File: src/rtl/cfq_pkg.sv
// ----------------------------------------------------------------------------
// Circular FIFO queue package
// Field widths, operation and status codes and the result word type.
// ----------------------------------------------------------------------------
`default_nettype none

package cfq_pkg;

  localparam int MODE_W  = 3;
  localparam int DATA_W  = 32;
  localparam int COUNT_W = 7;
  localparam int POS_W   = 8;
  localparam int STAT_W  = 2;
  localparam int FILL_W  = 9;
  localparam int CAP_W   = 9;

  localparam logic [MODE_W-1:0] OP_PUSH    = 3'd0;
  localparam logic [MODE_W-1:0] OP_POP     = 3'd1;
  localparam logic [MODE_W-1:0] OP_BURST   = 3'd2;
  localparam logic [MODE_W-1:0] OP_DISCARD = 3'd3;
  localparam logic [MODE_W-1:0] OP_PEEK    = 3'd4;
  localparam logic [MODE_W-1:0] OP_FLUSH   = 3'd5;

  localparam logic [STAT_W-1:0] STAT_OK    = 2'd0;
  localparam logic [STAT_W-1:0] STAT_FULL  = 2'd1;
  localparam logic [STAT_W-1:0] STAT_EMPTY = 2'd2;
  localparam logic [STAT_W-1:0] STAT_ERR   = 2'd3;

  typedef struct packed {
    logic [STAT_W-1:0] status;
    logic [DATA_W-1:0] pop_data;
    logic              last;
    logic [FILL_W-1:0] fill_level;
  } cfq_result_t;

endpackage

`default_nettype wire

File: src/rtl/cfq_out_if.sv
// ----------------------------------------------------------------------------
// Circular FIFO queue result channel
// Valid/ready channel carrying one result word.
// ----------------------------------------------------------------------------
`default_nettype none

interface cfq_out_if;
  import cfq_pkg::*;

  logic              valid;
  logic              ready;
  logic [STAT_W-1:0] status;
  logic [DATA_W-1:0] pop_data;
  logic              last;
  logic [FILL_W-1:0] fill_level;

  modport source (output valid, output status, output pop_data, output last,
                  output fill_level, input ready);
  modport sink   (input valid, input status, input pop_data, input last,
                  input fill_level, output ready);
endinterface

`default_nettype wire

File: src/rtl/cfq_out_reg.sv
// ----------------------------------------------------------------------------
// Circular FIFO queue output register
// Holds one result word until the downstream side takes it.
// ----------------------------------------------------------------------------
`default_nettype none

module cfq_out_reg (
  input  wire logic                 clk,
  input  wire logic                 rst_n,
  input  wire logic                 load,
  input  wire cfq_pkg::cfq_result_t res,
  output      logic                 free,
  cfq_out_if.source                 out_ch
);
  import cfq_pkg::*;

  logic        out_valid_r;
  cfq_result_t res_r;

  // The register can take a new word when empty or when it drains this cycle.
  assign free = !out_valid_r || out_ch.ready;

  always_ff @(posedge clk) begin
    if (!rst_n) begin
      out_valid_r <= 1'b0;
    end else if (load) begin
      out_valid_r <= 1'b1;
    end else if (out_ch.ready) begin
      out_valid_r <= 1'b0;
    end
  end

  always_ff @(posedge clk) begin
    if (load) begin
      res_r <= res;
    end
  end

  assign out_ch.valid      = out_valid_r;
  assign out_ch.status     = res_r.status;
  assign out_ch.pop_data   = res_r.pop_data;
  assign out_ch.last       = res_r.last;
  assign out_ch.fill_level = res_r.fill_level;

endmodule

`default_nettype wire

File: src/flat_wrapper.sv
// flat-port wrapper written by rule: the top's interface ports become plain ports
module cfq_out_reg_flat import cfq_pkg::*;
  (clk, rst_n, load, res, free, out_ch_valid, out_ch_status, out_ch_pop_data, out_ch_last, out_ch_fill_level, out_ch_ready);
  cfq_out_if out_ch_i ();
  input  wire logic clk;
  input  wire logic rst_n;
  input  wire logic load;
  input  wire cfq_pkg::cfq_result_t res;
  output      logic free;
  output wire logic [$bits(out_ch_i.valid)-1:0] out_ch_valid;
  output wire logic [$bits(out_ch_i.status)-1:0] out_ch_status;
  output wire logic [$bits(out_ch_i.pop_data)-1:0] out_ch_pop_data;
  output wire logic [$bits(out_ch_i.last)-1:0] out_ch_last;
  output wire logic [$bits(out_ch_i.fill_level)-1:0] out_ch_fill_level;
  input wire logic [$bits(out_ch_i.ready)-1:0] out_ch_ready;
  assign out_ch_valid = out_ch_i.valid;
  assign out_ch_status = out_ch_i.status;
  assign out_ch_pop_data = out_ch_i.pop_data;
  assign out_ch_last = out_ch_i.last;
  assign out_ch_fill_level = out_ch_i.fill_level;
  assign out_ch_i.ready = out_ch_ready;
  cfq_out_reg u_core (.clk(clk), .rst_n(rst_n), .load(load), .res(res), .free(free), .out_ch(out_ch_i));
endmodule
File: config.mk
export PLATFORM = sky130hd
export DESIGN_NAME = cfq_out_reg_flat
export DESIGN_NICKNAME = d
export VERILOG_FILES = /design/src/rtl/cfq_pkg.sv /design/src/rtl/cfq_out_if.sv /design/src/rtl/cfq_out_reg.sv /design/src/flat_wrapper.sv
export SDC_FILE = /design/constraint.sdc
export NUM_CORES = 1
export LEC_CHECK = 0
export ABC_CLOCK_PERIOD_IN_PS = 900
export BUFFER_PORTS_ARGS = -buffer_cell sky130_fd_sc_hd__buf_2
export CORE_ASPECT_RATIO = 0.7
export CORE_MARGIN = 2
export CORE_UTILIZATION = 43
export CTS_CLUSTER_DIAMETER = 150
export DETAILED_ROUTE_END_ITERATION = 12
export PLACE_DENSITY = 0.8
export SLEW_MARGIN = 10
export SYNTH_ARGS = -nofsm -noshare
export SYNTH_HDL_FRONTEND = slang
export SYNTH_SLANG_ARGS = --single-unit
File: constraint.sdc
create_clock -name clk -period 0.9 [get_ports clk]
set_input_delay 0.135 -clock clk [delete_from_list [all_inputs] [get_ports clk]]
set_output_delay 0.135 -clock clk [all_outputs]
set_load 0.1 [all_outputs]
After elaboration in Yosys (flattened, before gate mapping). Cells that the tools add are included.

Register bits: 45. Latch bits: 0. RAM bits: 0. Memory bits (read-only): 0. Input port bits: 48. Output and inout port bits: 46. Logic and storage cells: 10. Memories kept: 0.

Add/subtract/negate cells: 0. $mul: 0. Div/mod/pow operators: 0. Magnitude comparators: 0. Equal/unequal tests: 0. Shift-type cells: 0. Multiplexer cells: 2. Bitwise logic cells: 0. Reduce and logical (&&, ||, !) cells: 3.

Operator list (number): $mux 1 (2); $reduce_bool 2->1 (1); $logic_not 1->1 (1); $logic_or 1x1->1 (1).

Depth between registers and ports, before layout. Gate-level depths: netlist of the first run.

Word-level depth: 2. Gate-level depth with buffers: 2. Depth with buffers taken out: 2.

Worst setup path before layout of the first run. No wires, ideal clock.

Path type: reg2reg. From: reg, netlist name u_core.out_ch.valid. To: reg u_core.out_valid_r (netlist: u_core.out_ch.valid). Library setup time: 70 ps. Data arrival time: 1560 ps. Required time: 830 ps. Path slack: -731 ps. Stages on the path, launching flop included: 3. Path buffers: 0. Clock period less this slack: 1631 ps. Cell sequence: dfxtp_1 -> nand2b_4 -> a21boi_2.

RTL lines: end signal: assignment (RTL line cfq_out_reg.sv:25) `out_valid_r <= 1'b0;`; end signal: assignment (RTL line cfq_out_reg.sv:27) `out_valid_r <= 1'b1;`; end signal: assignment (RTL line cfq_out_reg.sv:29) `out_valid_r <= 1'b0;`; end: declaration (RTL line cfq_out_reg.sv:17) `logic out_valid_r;`.

Worst setup path after layout of the first run.
From: reg u_core.res_r (netlist bit u_core.out_ch.fill_level[8]). To: out out_ch_fill_level[8].

RTL lines: start: declaration (RTL line cfq_out_reg.sv:18) `cfq_result_t res_r;`; start signal: assignment (RTL line cfq_out_reg.sv:35) `res_r <= res;`; end: declaration (RTL line flat_wrapper.sv:14) `output wire logic [$bits(out_ch_i.fill_level)-1:0] out_ch_fill_level;`.

No word-level cell between the ends.

==> impl_metrics.json, run 1 <==
{
  "drtAntennaViolNets": 0,
  "dieArea_mm2": 0.003661,
  "first_pass_iters": 4,
  "worst_slack_ns": -0.1806,
  "grtUsageTotal_pct": 21.31,
  "grt_max_degree": 26,
  "die_w_um": 71.47,
  "core_area_mm2": 0.003105,
  "critPathSlowestCell": "edfxtp_1",
  "run_status": "complete, but fails checks",
  "finalHoldViolations": 0,
  "syn-num-nets": 96,
  "hold_class": "input pin to flop",
  "cp.buffers_inverters": 1,
  "grt_use_met1_pct": 21.90,
  "cts-htree-levels": 2,
  "areaGrowthSynthToFinish_pct": 99.45,
  "nNetsFinal": 202,
  "power_mw": 5.844,
  "place_ws_ns": 0.1163,
  "worstPathCellList": "buf_12",
  "tightestPinTransition_ns": 0.1631,
  "relSlewSlack_pct": 89.15,
  "final_area_mm2": 0.002733,
  "initial_utilization_pct": 44.12,
  "cts-root-buf": "clkbuf_8",
  "grt_pass1_vias": 968,
  "yosys_warnings": 0,
  "p_per_area_mw_per_mm2": 2139,
  "cts_tree": "yes",
  "seq_area_frac_synth_pct": 97.90,
  "numPortBuffers": 93,
  "total_leakage_power_nw": 1.149,
  "cts_resized": 0,
  "layout-drive-gt1-share_pct": 67.74,
  "grt_util_met3_pct": 11.24,
  "syn_inst": 48,
  "place_hpwl_mm": 2.697,
  "clkTransAtPathRegs_ns": 0.08,
  "grt_first_pass_wirelength_mm": 5.237,
  "cp-start-kind": "flop",
  "cts.sinks": 45,
  "vias_per_cell": 4.580,
  "drc_errors": 0,
  "grt-ovfl-total": 0,
  "fmax_mhz": 925.4,
  "violations": "negative setup slack",
  "end_kind": "output port",
  "setup_viol": 46,
  "avgRoutedWirePerCell_um": 20.40,
  "synth_area_per_cell_um2": 28.54,
  "antenna_found_initial": 0,
  "maxSlewViolCount": 0,
  "antenna_cells": 0,
  "cts_buffers": 5,
  "critPathTopFamily": "flip-flops",
  "die_h_um": 51.23,
  "crit_arrival_ns": 0.95,
  "fp-row-count": 17,
  "num_vias": 884,
  "clk_path_buf_depth": 2,
  "rsz0062_at_grt": "yes",
  "period_share_pct": 120.1,
  "netlist_area_mm2": 0.001370,
  "max_stage_delay_ns": 0.45,
  "grt-busiest-layer": "met2",
  "place_area_mm2": 0.002618,
  "drt-total-wl_mm": 3.937,
  "io_pins": 94,
  "fin_worst_skew_ns": 0,
  "crit_path_max_fanout": 1,
  "n_fill_cell": 107,
  "peakVddDrop_mv": 1.601,
  "grt_use_met2_pct": 37.19,
  "critPathKind": "flop to output port",
  "fin_crit_ns": 1.081,
  "crit_required_ns": 0.76,
  "gp_congestion": 0.6714,
  "ys_seq_elements": 45,
  "yosys.cell_types.count": 5,
  "clk_latency_ns": 0.29,
  "cap_violations": 0,
  "drt_iter0_drc": 25
}
==> final cells by class <==
type | count | area (µm²) | area share [%]
flip-flops and latches | 45 | 1345 | 49.22
repair buffers | 99 | 1231 | 45.05
clock buffers | 7 | 76.32 | 2.793
well taps | 38 | 47.55 | 1.740
multi-input cells | 2 | 25.02 | 0.9158
clock inverters | 1 | 3.754 | 0.1374
inverters | 1 | 3.754 | 0.1374
==> cell usage in the layout, fill, tap and decap left out, drive strengths merged <==
| cell | netlist | routed |
|---|---|---|
| buf | 0 | 97 |
| edfxtp | 44 | 44 |
| clkbuf | 0 | 7 |
| dlygate4sd3 | 0 | 2 |
| inv | 1 | 1 |
| nand2b | 1 | 1 |
| a21boi | 1 | 1 |
| clkinv | 0 | 1 |
| dfxtp | 1 | 1 |
==> metrics by stage <==
| step | setup TNS (ns) | hold slack (ns) | instances | util [%] |
|---|---|---|---|---|
| 6_report | -6.655 | 0.01308 | 193 | 87.99 |
| 5_1_grt | -7.955 | -0.0008008 | 193 | 87.99 |
| 4_1_cts | -6.625 | 0.008336 | 190 | 87.11 |
| 3_5_place_dp | 0 | 0.3131 | 181 | 84.29 |
| 3_3_place_gp | 0 | 0.3123 | 181 | 84.29 |
| 2_1_floorplan | -6.260 | 0.2339 | 48 | - |
==> final timing paths <==
check / start / endpoint / slack (ns) / depth (start not counted)
min reg2reg: u_core.out_ch.valid / u_core.out_ch.valid / 0.74 / 4
max reg2reg: u_core.out_ch.valid / u_core.out_ch.valid / 0.01 / 4
max: u_core.out_ch.fill_level[8] / out_ch_fill_level[8] / -0.18 / 1
min: res[23] / u_core.out_ch.pop_data[13] / 0.01 / 1
==> flip-flops by register name, indices dropped and copies added (netlist names) <==
name                      cells
u_core.out_ch.fill_level      9
u_core.out_ch.last            1
u_core.out_ch.pop_data       32
u_core.out_ch.status          2
u_core.out_ch.valid           1
==> what timing repair did <==
item,in CTS,in global routing
endpoints found under the setup margin,46,46
hold endpoints to repair,0,2
hold buffers,0,2
buffers inserted,1,1
pin swaps,0,0
==> power breakdown <==
| part | internal (mW) | switching (mW) | leakage, nW | total, mW |
|---|---|---|---|---|
| logic | 0.701 | 1.34 | 0.669 | 2.04 |
| registers | 2.49 | 0.146 | 0.440 | 2.64 |
| clock network | 0.541 | 0.625 | 0.0399 | 1.17 |
==> cells by family (layout without fill, tap and decap cells) <==
family	after synthesis	in the layout	share of synthesized area, %
DFF	45	45	97.90
AOI/OAI and AO/OA	1	1	0.8219
and+or+nand+nor	1	1	1.004
buffers and inverters	1	108	0.2737
==> per-layer routing <==
layer	part of all wire [%]	wire length, µm
met2	53	2088
met1	34	1355
met4	1.3	52
met5	0	0
met3	11	441
==> Yosys cell counts <==
library cell	instances	area share (%)
nand2b_4	1	1.0
edfxtp_1	44	96
dfxtp_1	1	1.5
inv_1	1	0.27
a21boi_2	1	0.82
==> worst register-to-register path, stage by stage, from the launching register on <==
cell      delay (ns)
dfxtp_4         0.40
nand2b_4        0.08
buf_4           0.14
buf_4           0.12
a21boi_2        0.09
Note: power is estimated with default switching activity, not from simulation.
==> run 2, diff against run 1 <==
- ABC_CLOCK_PERIOD_IN_PS: 900 -> 1300
- BUFFER_PORTS_ARGS: -buffer_cell sky130_fd_sc_hd__buf_2 -> -buffer_cell sky130_fd_sc_hd__buf_4
- SLEW_MARGIN: 10 -> not set
- clock period: 0.9 -> 1.3 ns (I/O delays scaled with it)
==> impl_metrics.json, run 2 (synthesized netlist as in run 1, its figures left out) <==
{
  "run_status": "finished clean",
  "areaGrowthSynthToFinish_pct": 60.91,
  "first_pass_iters": 3,
  "cap_violations": 0,
  "max_stage_delay_ns": 0.34,
  "cts_resized": 0,
  "crit_end": "free",
  "drc_errors": 0,
  "end_kind": "output port",
  "place_area_mm2": 0.002117,
  "finalHoldViolations": 0,
  "crit_start": "u_core.out_ch.valid",
  "peakVddDrop_mv": 0.7754,
  "relSlewSlack_pct": 63.38,
  "antenna_found_initial": 0,
  "initial_utilization_pct": 44.12,
  "setup_viol": 0,
  "clk_latency_ns": 0.29,
  "io_pins": 94,
  "fin_crit_ns": 1.171,
  "crit_arrival_ns": 0.98,
  "fp-row-count": 17,
  "clk_path_buf_depth": 2,
  "largest_reg_flops": 32,
  "fmax_mhz": 854.1,
  "critPathKind": "flop to output port",
  "crit_required_ns": 1.11,
  "total_leakage_power_nw": 0.9393,
  "r2r_slack_ns": 0.70,
  "tightestPinTransition_ns": 0.5493,
  "cts_buffers": 5,
  "r2r_start": "u_core.out_ch.valid",
  "crit_path_max_fanout": 2,
  "final_util_pct": 70.99,
  "setup_tns_ns": 0,
  "cts-htree-levels": 2,
  "r2r_end": "u_core.out_ch.valid",
  "nNetsFinal": 196,
  "grt-ovfl-total": 0,
  "critPathTopFamily": "flip-flops",
  "drt-total-wl_mm": 2.866,
  "worstPathCellList": "nand2b_4 > buf_4",
  "core_area_mm2": 0.003105,
  "critPathSlowestCell": "dfxtp_2",
  "power_mw": 3.717,
  "cts_tree": "yes",
  "gp_congestion": 0.7019,
  "cp-start-kind": "flop",
  "dieArea_mm2": 0.003661,
  "die_w_um": 71.47,
  "grt_first_pass_wirelength_mm": 3.981,
  "n_fill_cell": 217,
  "grt_max_degree": 46,
  "rr_worst_depth": 2,
  "num_vias": 841,
  "period_share_pct": 90.06,
  "grt_pass1_vias": 834,
  "mostFrequentLayoutCells": "buf_4 (93), edfxtp_1 (44), clkbuf_8 (5), clkinvlp_4 (2)",
  "layout-drive-gt1-share_pct": 69.13,
  "drtAntennaViolNets": 0,
  "layout_commonest_cell": "buf_4",
  "hold_class": "input pin to flop",
  "holdWs_ns": 0.07111,
  "avgRoutedWirePerCell_um": 15.33,
  "post-cts-setup-buffers": 0,
  "drt_iter0_drc": 67,
  "final_area_mm2": 0.002205,
  "cts-root-buf": "clkbuf_8",
  "die_h_um": 51.23,
  "cts_hold_buffers": 0,
  "cts.sinks": 45,
  "rsz0062_at_grt": "no",
  "numPortBuffers": 93,
  "clkTransAtPathRegs_ns": 0.08,
  "worst-path-stages": 2,
  "maxSlewViolCount": 0,
  "cp.buffers_inverters": 1,
  "p_per_area_mw_per_mm2": 1686,
  "antenna_cells": 0,
  "vias_per_cell": 4.497,
  "grtUsageTotal_pct": 15.70,
  "fin_worst_skew_ns": 0
}
run 2: layout make-up:
class | count | area, µm² | share of cell area, %
clock inverter | 2 | 15.01 | 0.6810
inverter | 1 | 3.754 | 0.1703
multi-input combinational | 2 | 25.02 | 1.135
clock buffer | 6 | 72.57 | 3.292
timing repair buffer | 93 | 698.2 | 31.67
tap | 38 | 47.55 | 2.157
sequential | 45 | 1343 | 60.90
run 2: worst min path at each step:
stage	from	to	slack [ns]	cells past startpoint
2_1_floorplan	res[0]	u_core.out_ch.fill_level[0]	0.29	0
3_3_place_gp	res[26]	u_core.out_ch.pop_data[16]	0.37	1
3_5_place_dp	res[9]	u_core.out_ch.last	0.37	1
4_1_cts	res[35]	u_core.out_ch.pop_data[25]	0.06	1
5_1_grt	res[35]	u_core.out_ch.pop_data[25]	0.05	1
6_report	res[42]	u_core.out_ch.status[0]	0.07	1
run 2: power breakdown:
part | internal, mW | switching [mW]
sequential | 1.72 | 0.0318
combinational | 0.229 | 0.912
clock | 0.378 | 0.449
run 2: routing by layer:
layer / vias to the layer above / routed length [µm] / GRT usage, %
met5: - / 0 / 0
met4: 0 / 41 / 5.660
met3: 6 / 330 / 9.270
met2: 53 / 1405 / 24.85
met1: 395 / 1088 / 17.75
li1: 387 / - / -
run 2: per-stage QoR:
step                      setup slack, ns  cells
after global placement             0.2993    179
after global routing              0.08355    187
after floorplan                   0.05951     48
after detailed placement           0.2631    179
final                              0.1292    187
after CTS                          0.1159    187
